**config.mk**
```make
export PLATFORM = sky130hd
export DESIGN_NAME = tcp_option_stripper_top
export DESIGN_NICKNAME = d
export VERILOG_FILES = /design/src/rtl/tos_pkg.sv /design/src/rtl/tos_ram.sv /design/src/rtl/tos_datapath.sv /design/src/rtl/tos_ctrl.sv /design/src/rtl/tcp_option_stripper_top.sv
export SDC_FILE = /design/constraint.sdc
export NUM_CORES = 2
export LEC_CHECK = 0
export BUFFER_PORTS_ARGS = -buffer_cell sky130_fd_sc_hd__buf_2
export CAP_MARGIN = 10
export CORE_MARGIN = 10
export CORE_UTILIZATION = 60
export DETAILED_ROUTE_END_ITERATION = 10
export PLACE_DENSITY = 0.83
export SYNTH_ARGS = -nofsm -noshare
export SYNTH_HDL_FRONTEND = slang
export SYNTH_SLANG_ARGS = --single-unit
```
**constraint.sdc**
```tcl
create_clock -name clock -period 18.29 [get_ports clock]
set_input_delay 0.9145 -clock clock [delete_from_list [all_inputs] [get_ports clock]]
set_output_delay 0.9145 -clock clock [all_outputs]
set_load 0.02 [all_outputs]
```
**src/rtl/tos_pkg.sv**
```systemverilog
`timescale 1ns / 1ps

package tos_pkg;

   // Header buffer geometry.
   localparam int BUFFER_DEPTH = 64;
   localparam int BUF_AW       = $clog2(BUFFER_DEPTH);
   localparam int CNT_W        = $clog2(BUFFER_DEPTH + 1);

   // Result count limits.
   localparam int MAX_RESULTS  = 64;
   localparam int LIM_W        = $clog2(MAX_RESULTS + 1);

   // Fixed header layout.
   localparam int HDR_MIN_LEN  = 20;
   localparam int DOFF_IDX     = 12;
   localparam int CKSUM_HI_IDX = 16;
   localparam int CKSUM_LO_IDX = 17;
   localparam int POS_W        = 6;
   localparam logic [7:0] NOP_KIND = 8'h01;
   localparam logic [7:0] EOL_KIND = 8'h00;

   // Strip map register indexes.
   localparam int CSR_IDX_W = 2;
   localparam logic [CSR_IDX_W-1:0] CSR_MAP_0   = 2'd0;
   localparam logic [CSR_IDX_W-1:0] CSR_MAP_64  = 2'd1;
   localparam logic [CSR_IDX_W-1:0] CSR_MAP_128 = 2'd2;
   localparam logic [CSR_IDX_W-1:0] CSR_MAP_192 = 2'd3;

   // Read address selection.
   localparam logic [1:0] RD_POS  = 2'd0;
   localparam logic [1:0] RD_POS1 = 2'd1;
   localparam logic [1:0] RD_EMIT = 2'd2;

   typedef struct packed {
      logic       load_en;
      logic       cnt_clr;
      logic       walk_init;
      logic       lim_frag;
      logic       emit_init;
      logic       kind_capture;
      logic       adv_pos;
      logic       strip_init;
      logic       strip_byte;
      logic       emit_load;
      logic       drop_load;
      logic [1:0] rd_sel;
   } tos_cmd_type;

   typedef struct packed {
      logic is_frag;
      logic bad_hdr;
      logic walk_more;
      logic opt_fits;
      logic kind_strip;
      logic strip_last;
      logic emit_last;
      logic out_free;
   } tos_status_type;

endpackage

```
**src/rtl/tos_ram.sv**
```systemverilog
`timescale 1ns / 1ps

module tos_ram #(
   parameter int WIDTH = 8,
   parameter int DEPTH = 64
) (
   input  logic                     clock,
   input  logic                     wr_en,
   input  logic [$clog2(DEPTH)-1:0] wr_addr,
   input  logic [WIDTH-1:0]         wr_data,
   input  logic [$clog2(DEPTH)-1:0] rd_addr,
   output logic [WIDTH-1:0]         rd_data
);

   logic [WIDTH-1:0] mem_ff [DEPTH];
   logic [WIDTH-1:0] rd_data_ff;

   always_ff @(posedge clock) begin
      if (wr_en) begin
         mem_ff[wr_addr] <= wr_data;
      end
      rd_data_ff <= mem_ff[rd_addr];
   end

   assign rd_data = rd_data_ff;

endmodule

```
**src/rtl/tos_datapath.sv**
```systemverilog
`timescale 1ns / 1ps

module tos_datapath (
   input  logic                          clock,
   input  logic                          reset,
   input  logic                          csr_we,
   input  logic [tos_pkg::CSR_IDX_W-1:0] csr_index,
   input  logic [63:0]                   csr_wdata,
   input  logic                          req_valid,
   input  logic                          req_ready,
   input  logic [7:0]                    req_header_byte,
   input  logic                          req_later_fragment,
   input  logic                          rsp_ready,
   output logic                          rsp_valid,
   output logic [7:0]                    rsp_out_byte,
   output logic                          rsp_out_last,
   output logic                          rsp_verdict_drop,
   input  tos_pkg::tos_cmd_type          cmd,
   output tos_pkg::tos_status_type       status
);

   import tos_pkg::*;

   logic [255:0]       map_ff, map_in;
   logic [CNT_W-1:0]   count_ff, count_in;
   logic               frag_ff, frag_in;
   logic [3:0]         doff_ff, doff_in;
   logic [15:0]        hc_ff, hc_in;
   logic               patch_ff, patch_in;
   logic [POS_W-1:0]   pos_ff, pos_in;
   logic [7:0]         kind_ff, kind_in;
   logic [7:0]         rem_ff, rem_in;
   logic [LIM_W-1:0]   k_ff, k_in;
   logic [LIM_W-1:0]   lim_ff, lim_in;
   logic               rsp_valid_ff, rsp_valid_in;
   logic [7:0]         rsp_byte_ff, rsp_byte_in;
   logic               rsp_last_ff, rsp_last_in;
   logic               rsp_drop_ff, rsp_drop_in;

   logic               load_fire;
   logic               store_ok;
   logic [5:0]         hlen;
   logic [7:0]         olen;
   logic [7:0]         rd_data;
   logic [BUF_AW-1:0]  rd_addr;
   logic               wr_en;
   logic [BUF_AW-1:0]  wr_addr;
   logic [7:0]         wr_data;
   logic [15:0]        m_old;
   logic [15:0]        m_new;
   logic [17:0]        csum_sum;
   logic [16:0]        csum_fold1;
   logic [15:0]        csum_fold2;
   logic [15:0]        hc_patched;
   logic [7:0]         emit_byte;

   assign load_fire = cmd.load_en && req_valid && req_ready;
   assign store_ok  = count_ff < CNT_W'(BUFFER_DEPTH);
   assign hlen      = {doff_ff, 2'b00};

   // Option length: single-byte kinds and zero length bytes take one byte.
   always_comb begin
      if ((kind_ff inside {EOL_KIND, NOP_KIND}) || (rd_data == 8'h00)) begin
         olen = 8'd1;
      end else begin
         olen = rd_data;
      end
   end

   always_comb begin
      case (cmd.rd_sel)
         RD_POS:  rd_addr = BUF_AW'(pos_ff);
         RD_POS1: rd_addr = BUF_AW'(pos_ff + POS_W'(1));
         RD_EMIT: rd_addr = BUF_AW'(k_ff);
         default: rd_addr = BUF_AW'(pos_ff);
      endcase
   end

   always_comb begin
      if (cmd.strip_byte) begin
         wr_en   = 1'b1;
         wr_addr = BUF_AW'(pos_ff);
         wr_data = NOP_KIND;
      end else begin
         wr_en   = load_fire && store_ok;
         wr_addr = BUF_AW'(count_ff);
         wr_data = req_header_byte;
      end
   end

   tos_ram #(
      .WIDTH (8),
      .DEPTH (BUFFER_DEPTH)
   ) u_buf (
      .clock   (clock),
      .wr_en   (wr_en),
      .wr_addr (wr_addr),
      .wr_data (wr_data),
      .rd_addr (rd_addr),
      .rd_data (rd_data)
   );

   // One's-complement checksum patch for the byte being replaced by NOP.
   always_comb begin
      if (pos_ff[0]) begin
         m_old = {8'h00, rd_data};
         m_new = {8'h00, NOP_KIND};
      end else begin
         m_old = {rd_data, 8'h00};
         m_new = {NOP_KIND, 8'h00};
      end
      csum_sum   = {2'b00, ~hc_ff} + {2'b00, ~m_old} + {2'b00, m_new};
      csum_fold1 = 17'(csum_sum[15:0]) + 17'(csum_sum[17:16]);
      csum_fold2 = csum_fold1[15:0] + 16'(csum_fold1[16]);
      hc_patched = ~csum_fold2;
   end

   always_comb begin
      emit_byte = rd_data;
      if (patch_ff && (k_ff == LIM_W'(CKSUM_HI_IDX))) begin
         emit_byte = hc_ff[15:8];
      end else if (patch_ff && (k_ff == LIM_W'(CKSUM_LO_IDX))) begin
         emit_byte = hc_ff[7:0];
      end
   end

   always_comb begin
      map_in       = map_ff;
      count_in     = count_ff;
      frag_in      = frag_ff;
      doff_in      = doff_ff;
      hc_in        = hc_ff;
      patch_in     = patch_ff;
      pos_in       = pos_ff;
      kind_in      = kind_ff;
      rem_in       = rem_ff;
      k_in         = k_ff;
      lim_in       = lim_ff;
      rsp_valid_in = rsp_valid_ff;
      rsp_byte_in  = rsp_byte_ff;
      rsp_last_in  = rsp_last_ff;
      rsp_drop_in  = rsp_drop_ff;

      if (csr_we) begin
         case (csr_index)
            CSR_MAP_0:   map_in[63:0]    = csr_wdata;
            CSR_MAP_64:  map_in[127:64]  = csr_wdata;
            CSR_MAP_128: map_in[191:128] = csr_wdata;
            CSR_MAP_192: map_in[255:192] = csr_wdata;
            default:     map_in          = map_ff;
         endcase
      end

      if (load_fire) begin
         if (count_ff == '0) begin
            frag_in = req_later_fragment;
         end
         if (store_ok) begin
            count_in = count_ff + CNT_W'(1);
            if (count_ff == CNT_W'(DOFF_IDX)) begin
               doff_in = req_header_byte[7:4];
            end
            if (count_ff == CNT_W'(CKSUM_HI_IDX)) begin
               hc_in[15:8] = req_header_byte;
            end
            if (count_ff == CNT_W'(CKSUM_LO_IDX)) begin
               hc_in[7:0] = req_header_byte;
            end
         end
      end

      if (cmd.cnt_clr) begin
         count_in = '0;
      end
      if (cmd.lim_frag) begin
         patch_in = 1'b0;
         if (int'(count_ff) > MAX_RESULTS) begin
            lim_in = LIM_W'(MAX_RESULTS);
         end else begin
            lim_in = LIM_W'(count_ff);
         end
      end
      if (cmd.walk_init) begin
         patch_in = 1'b1;
         pos_in   = POS_W'(HDR_MIN_LEN);
         lim_in   = LIM_W'(hlen);
      end
      if (cmd.kind_capture) begin
         kind_in = rd_data;
      end
      if (cmd.adv_pos) begin
         pos_in = POS_W'(pos_ff + POS_W'(olen));
      end
      if (cmd.strip_init) begin
         rem_in = olen;
      end
      if (cmd.strip_byte) begin
         hc_in  = hc_patched;
         pos_in = pos_ff + POS_W'(1);
         rem_in = rem_ff - 8'd1;
      end
      if (cmd.emit_init) begin
         k_in = '0;
      end

      if (rsp_valid_ff && rsp_ready) begin
         rsp_valid_in = 1'b0;
      end
      if (cmd.emit_load) begin
         rsp_valid_in = 1'b1;
         rsp_byte_in  = emit_byte;
         rsp_last_in  = (k_ff + LIM_W'(1)) == lim_ff;
         rsp_drop_in  = 1'b0;
         k_in         = k_ff + LIM_W'(1);
      end
      if (cmd.drop_load) begin
         rsp_valid_in = 1'b1;
         rsp_byte_in  = 8'h00;
         rsp_last_in  = 1'b1;
         rsp_drop_in  = 1'b1;
      end
   end

   always_ff @(posedge clock) begin
      if (reset) begin
         map_ff       <= '0;
         count_ff     <= '0;
         frag_ff      <= 1'b0;
         rsp_valid_ff <= 1'b0;
      end else begin
         map_ff       <= map_in;
         count_ff     <= count_in;
         frag_ff      <= frag_in;
         rsp_valid_ff <= rsp_valid_in;
      end
      doff_ff     <= doff_in;
      hc_ff       <= hc_in;
      patch_ff    <= patch_in;
      pos_ff      <= pos_in;
      kind_ff     <= kind_in;
      rem_ff      <= rem_in;
      k_ff        <= k_in;
      lim_ff      <= lim_in;
      rsp_byte_ff <= rsp_byte_in;
      rsp_last_ff <= rsp_last_in;
      rsp_drop_ff <= rsp_drop_in;
   end

   assign status.is_frag    = frag_ff;
   assign status.bad_hdr    = (count_ff < CNT_W'(HDR_MIN_LEN))
                              || (hlen < 6'(HDR_MIN_LEN))
                              || (count_ff < CNT_W'(hlen));
   assign status.walk_more  = (7'(pos_ff) + 7'd1) < 7'(hlen);
   assign status.opt_fits   = (9'(pos_ff) + 9'(olen)) <= 9'(hlen);
   assign status.kind_strip = map_ff[kind_ff];
   assign status.strip_last = rem_ff == 8'd1;
   assign status.emit_last  = (k_ff + LIM_W'(1)) == lim_ff;
   assign status.out_free   = !rsp_valid_ff || rsp_ready;

   assign rsp_valid        = rsp_valid_ff;
   assign rsp_out_byte     = rsp_byte_ff;
   assign rsp_out_last     = rsp_last_ff;
   assign rsp_verdict_drop = rsp_drop_ff;

endmodule

```
**src/rtl/tos_ctrl.sv**
```systemverilog
`timescale 1ns / 1ps

module tos_ctrl (
   input  logic                    clock,
   input  logic                    reset,
   input  logic                    req_valid,
   input  logic                    req_final_byte,
   output logic                    req_ready,
   output tos_pkg::tos_cmd_type    cmd,
   input  tos_pkg::tos_status_type status
);

   import tos_pkg::*;

   localparam logic [3:0] ST_LOAD  = 4'd0;
   localparam logic [3:0] ST_CHECK = 4'd1;
   localparam logic [3:0] ST_WKIND = 4'd2;
   localparam logic [3:0] ST_WLEN  = 4'd3;
   localparam logic [3:0] ST_WEVAL = 4'd4;
   localparam logic [3:0] ST_SRD   = 4'd5;
   localparam logic [3:0] ST_SWR   = 4'd6;
   localparam logic [3:0] ST_ERD   = 4'd7;
   localparam logic [3:0] ST_ELD   = 4'd8;
   localparam logic [3:0] ST_DROP  = 4'd9;

   logic [3:0] state_ff, state_in;

   always_comb begin
      state_in  = state_ff;
      req_ready = 1'b0;
      cmd       = '0;
      cmd.rd_sel = RD_POS;

      case (state_ff)
         ST_LOAD: begin
            req_ready   = 1'b1;
            cmd.load_en = 1'b1;
            if (req_valid && req_final_byte) begin
               state_in = ST_CHECK;
            end
         end
         ST_CHECK: begin
            cmd.cnt_clr = 1'b1;
            if (status.is_frag) begin
               cmd.lim_frag  = 1'b1;
               cmd.emit_init = 1'b1;
               state_in      = ST_ERD;
            end else if (status.bad_hdr) begin
               state_in = ST_DROP;
            end else begin
               cmd.walk_init = 1'b1;
               state_in      = ST_WKIND;
            end
         end
         ST_WKIND: begin
            if (status.walk_more) begin
               state_in = ST_WLEN;
            end else begin
               cmd.emit_init = 1'b1;
               state_in      = ST_ERD;
            end
         end
         ST_WLEN: begin
            cmd.kind_capture = 1'b1;
            cmd.rd_sel       = RD_POS1;
            state_in         = ST_WEVAL;
         end
         ST_WEVAL: begin
            if (!status.opt_fits) begin
               cmd.emit_init = 1'b1;
               state_in      = ST_ERD;
            end else if (status.kind_strip) begin
               cmd.strip_init = 1'b1;
               state_in       = ST_SRD;
            end else begin
               cmd.adv_pos = 1'b1;
               state_in    = ST_WKIND;
            end
         end
         ST_SRD: begin
            state_in = ST_SWR;
         end
         ST_SWR: begin
            cmd.strip_byte = 1'b1;
            if (status.strip_last) begin
               state_in = ST_WKIND;
            end else begin
               state_in = ST_SRD;
            end
         end
         ST_ERD: begin
            cmd.rd_sel = RD_EMIT;
            state_in   = ST_ELD;
         end
         ST_ELD: begin
            cmd.rd_sel = RD_EMIT;
            if (status.out_free) begin
               cmd.emit_load = 1'b1;
               if (status.emit_last) begin
                  state_in = ST_LOAD;
               end else begin
                  state_in = ST_ERD;
               end
            end
         end
         ST_DROP: begin
            if (status.out_free) begin
               cmd.drop_load = 1'b1;
               state_in      = ST_LOAD;
            end
         end
         default: begin
            state_in = ST_LOAD;
         end
      endcase
   end

   always_ff @(posedge clock) begin
      if (reset) begin
         state_ff <= ST_LOAD;
      end else begin
         state_ff <= state_in;
      end
   end

endmodule

```
**src/rtl/tcp_option_stripper_top.sv**
```systemverilog
`timescale 1ns / 1ps

// TCP option stripper. Header bytes arrive one per transaction on the req_
// channel, starting at TCP byte 0, and while the block is loading are
// accepted one per cycle into a 64-byte buffer with one write port and one
// registered read port; bytes past the buffer depth are dropped. The
// transaction with req_final_byte set closes the header. The block then
// checks the length (data offset times four, at least 20 bytes, and all of
// it received), walks the options from byte 20 and overwrites every option
// whose kind has its bit set in the 256-bit strip map with NOP bytes,
// patching the TCP checksum incrementally for every byte it replaces.
// The patched header then leaves as one rsp_ transaction per byte, with
// rsp_out_last on the final one. A bad or short header yields a single
// transaction with rsp_verdict_drop set; a header whose first transaction
// carried req_later_fragment passes through unchanged (at most 64 bytes).
// For a good unfragmented header, processing runs in order: a check state,
// the option walk (kind, length and evaluation states for every option
// examined, a read and a write state for every stripped byte) until it
// reaches the end of the header or an option that runs past it, and the
// emit phase with a read and a load state per byte that advances while
// the receiver keeps up; a drop leaves from a drop state after the check.
// All reads go through the one read port of the header buffer. The next
// header can start loading as soon as the last result sits in the output
// register. The strip map (csr_index 0 to 3, 64 kinds each) should be
// written only while the block is idle.

module tcp_option_stripper_top (
   input  logic                          clock,
   input  logic                          reset,

   input  logic                          csr_we,
   input  logic [tos_pkg::CSR_IDX_W-1:0] csr_index,
   input  logic [63:0]                   csr_wdata,

   input  logic                          req_valid,
   output logic                          req_ready,
   input  logic [7:0]                    req_header_byte,
   input  logic                          req_final_byte,
   input  logic                          req_later_fragment,

   output logic                          rsp_valid,
   input  logic                          rsp_ready,
   output logic [7:0]                    rsp_out_byte,
   output logic                          rsp_out_last,
   output logic                          rsp_verdict_drop
);

   import tos_pkg::*;

   // Commands from the sequencer and status back from the datapath.
   tos_cmd_type    cmd;
   tos_status_type status;

   tos_ctrl u_ctrl (
      .clock          (clock),
      .reset          (reset),
      .req_valid      (req_valid),
      .req_final_byte (req_final_byte),
      .req_ready      (req_ready),
      .cmd            (cmd),
      .status         (status)
   );

   tos_datapath u_datapath (
      .clock              (clock),
      .reset              (reset),
      .csr_we             (csr_we),
      .csr_index          (csr_index),
      .csr_wdata          (csr_wdata),
      .req_valid          (req_valid),
      .req_ready          (req_ready),
      .req_header_byte    (req_header_byte),
      .req_later_fragment (req_later_fragment),
      .rsp_ready          (rsp_ready),
      .rsp_valid          (rsp_valid),
      .rsp_out_byte       (rsp_out_byte),
      .rsp_out_last       (rsp_out_last),
      .rsp_verdict_drop   (rsp_verdict_drop),
      .cmd                (cmd),
      .status             (status)
   );

endmodule

```
==> parameters.txt <==
Parameter                              Value

Place
  RD Place Congestion    0.9317
  Input/output buffers    92
  Placed standard-cell area    38680 sq um
  Count of placed standard cells including taps    3798
  HPWL Detailed    59200 microns

Routing
  Avg Vias per Cell    6.444
  Average wire per standard cell    23.92 microns
  Total wire length    94700 microns
  Detailed-router iteration count before antenna repair    6
  Detailed-route DRC error count    0
  Via Count    25513
  Antenna-violating nets left    0
  Number of DRC markers in iteration 0    3487

Floorplanning
  Area of the die    73110 sq um
  Height of the chip    270.4 microns
  Number of top-level pins    93
  Horizontal die dimension    270.4 microns
  Starting Density    60.73%
  Core Region    61940 sq um
  Core Rows    91

Global route
  Total routing resource utilization after global routing    25.42%
  First-pass GRT wire length    146500 microns
  Via count of the first global-routing pass    24882
  Number of antenna violations at the first check in global routing    5
  GRT overflow    0
  Pin count of the biggest net entering global routing    103

Hold path
  Worst hold path depth    2
  Endpoint of the worst hold-timing path    u_datapath.rsp_out_byte[3]
  Hold crit path type    reg -> reg
  Launch point of the worst hold path    u_datapath.rsp_out_byte[3]

Setup path
  Kind of critical path    reg -> reg
  Critical-path maximum fanout    15
  Kind of start point of the critical path    flip-flop
  Critical path endpoint category    flip-flop
  Data arrival time of the worst path    9.26 ns
  Required time of the critical path    18.64 ns
  Largest incremental delay on the critical path    0.66 ns
  CP Buf/Inv Count    1
  Kind of cell with the highest combined delay on the critical path    simple AND/OR/NAND/NOR gates
  Library cell contributing the largest single delay on the critical path    edfxtp_1
  Cell repeated most along the worst path    ha_1
  RR Endpoint    u_datapath.hc_ff[14]
  Origin of the critical flop-to-flop path    u_datapath.pos_ff[0]
  Worst-case reg-to-reg path depth    32
  Critical path depth in cells    32
  Worst-case register-to-register setup slack    9.38 ns

Yosys
  Syn Std Cell Area    37620 sq um
  Biggest area contributors in the synthesized netlist    edfxtp_1 45%, dfxtp_1 15%, mux4_2 13%
  Mean area per synthesized cell    12.41 sq um
  EDFF count, synth    565
  Main flop type after synthesis    edfxtp_1
  Count of warnings emitted by yosys    0
  Number of instances in the synthesized netlist    3032
  Synthesized net count    3166
  Total of flip-flops plus latches after synthesis    856
  Share of synthesized registers carrying an async set or reset    0%
  Area share of the leading cell type in the synthesized netlist    45.10%
  Largest area contributor in the synthesized netlist    edfxtp_1
  Post-synthesis cell type count    80
  Sequential area share after synthesis    60.59%

Layout
  Most common cell after layout, fill and taps aside    nand2_1
  Layout Area Growth over Synthesis    9.955%
  Net count reported at finish    3183
  Fraction of layout instances using a drive strength above 1    16.06%
  Top library cells by usage in the layout, fill and taps aside    713 x nand2_1, 565 x edfxtp_1, 305 x a21oi_1, 291 x dfxtp_1, 213 x mux4_2
  Layout Cells excl Fill    3959
  Summed area of non-filler cells in the final layout    41360 sq um

Clocking
  Clock network latency to the later pin of the worst-skew pair    0.64 ns
  Number of hold-repair buffers added at the cts stage    0
  Number of gates resized after CTS    0
  TritonCTS sink count    856
  Clock tree root driver cell    clkbuf_16
  Total CTS buffers    85
  CTS HTree Levels    3
  Max clock buf depth    3
  Clock tree from TritonCTS    done
  Clk slew on worst S/H paths    0.06 ns
  Setup repair bufs after CTS    0

Pwr
  PD cells    117.4 nW/um^2
  VDD IR max    0.09867 mV
  Static leakage    13.75 nW

Outcome
  Status    finished clean

STA
  Final number of max-transition violations    0
  Post-route minimum period    8.909 ns
  Final TNS setup    0 ns
  Setup Skew    0.02956 ns
  Max_slew headroom    11.19%
  Total setup violations reported at the end of the flow    0
  Count of endpoints failing hold in the final timing report    0
  Slew @ Worst Pin    1.318 ns
  Highest attainable clock frequency    0.1123 GHz
  Unrepaired setup endpoints after global routing    false
  Final period utilization    48.71%

Run
  Maximum capacitance violations    0
## flip-flops by register name, indices dropped and copies added (netlist names)
register	cells
u_datapath.patch_ff	1
u_datapath.count_ff	7
u_datapath.lim_ff	7
u_datapath.map_ff	256
u_datapath.rsp_verdict_drop	1
u_datapath.hc_ff	16
u_datapath.rem_ff	8
u_datapath.rsp_out_last	1
u_datapath.rsp_valid	1
u_datapath.u_buf.mem_ff	512
u_datapath.doff_ff	4
u_ctrl.state_ff	4
u_datapath.k_ff	7
u_datapath.rsp_out_byte	8
u_datapath.kind_ff	8
u_datapath.u_buf.rd_data	8
u_datapath.pos_ff	6
u_datapath.frag_ff	1
## layer usage
layer,vias to the layer above,routed length [microns],share of wire (%),track usage [%]
met2,1346,45930,48,41.21
li1,11195,-,-,-
met5,-,23,0.024,0
met1,12714,37220,39,33.97
met4,4,3156,3.3,8.939
met3,254,8372,8.8,4.904
## synthesized netlist by cell type (all sizes together), types with 21 or more instances
library cell / n
a211oi: 44
clkbuf: 153
inv: 57
nand3: 40
ha: 50
and2: 41
o21ai: 73
a31oi: 21
xnor2: 39
edfxtp: 565
nor2: 123
mux4: 213
buf: 35
nand2: 713
xor2: 33
a21oi: 306
dfxtp: 291
## metrics by stage
stage	worst slack (ns)	hold slack (ns)	util [%]	total power, mW
CTS	9.586	0.4517	66.72	4.855
finish	9.381	0.4495	66.78	4.854
global placement	9.824	0.4316	62.45	3.162
floorplan	10.79	0.4064	-	2.899
detailed placement	9.612	0.4383	62.45	3.187
global route	8.796	0.4681	66.75	5.025
## worst register-to-register path: cells and delay by family, from the launching register on
kind,cells,cell delay (ns)
AOI/OAI and AO/OA,11,2.73
xor gates and xnor gates,1,0.09
DFF,1,0.66
adders and majority gates,6,1.86
buffers and inverters,1,0.13
and+or+nand+nor,13,3.18
## report_power, final
part / leakage, nW / switching, mW / internal [mW]
registers: 7.45 / 0.0560 / 2.13
clock network: 1.30 / 0.745 / 0.936
logic: 5.00 / 0.613 / 0.377
## cells by family after synthesis
kind of cell | synth area share (%)
buffers and inverters | 2.485
DFF | 60.59
AOI/OAI and AO/OA | 8.661
adders and majority gates | 1.849
xor gates and xnor gates | 1.696
and+or+nand+nor | 11.72
muxes | 13.00
## cell type report
type,instances,area [sq um]
diodes,8,20.02
clock buffers,104,2208
clock inverters,48,432.9
fillers,4228,20580
inverters,57,214.0
multi-input cells,1931,13960
flip-flops and latches,856,22790
well taps,837,1047
repair buffers,118,686.9
## how the worst max path moves through the flow
stage / from / to / slack, ns
2_1_floorplan: u_datapath.pos_ff[0] / u_datapath.hc_ff[14] / 10.79
3_3_place_gp: u_datapath.pos_ff[0] / u_datapath.hc_ff[14] / 9.82
3_5_place_dp: u_datapath.pos_ff[0] / u_datapath.hc_ff[14] / 9.61
4_1_cts: u_datapath.pos_ff[0] / u_datapath.hc_ff[14] / 9.59
5_1_grt: u_datapath.pos_ff[0] / u_datapath.hc_ff[14] / 8.80
6_report: u_datapath.pos_ff[0] / u_datapath.hc_ff[14] / 9.38
No activity file was read; power rests on OpenSTA's default activity.
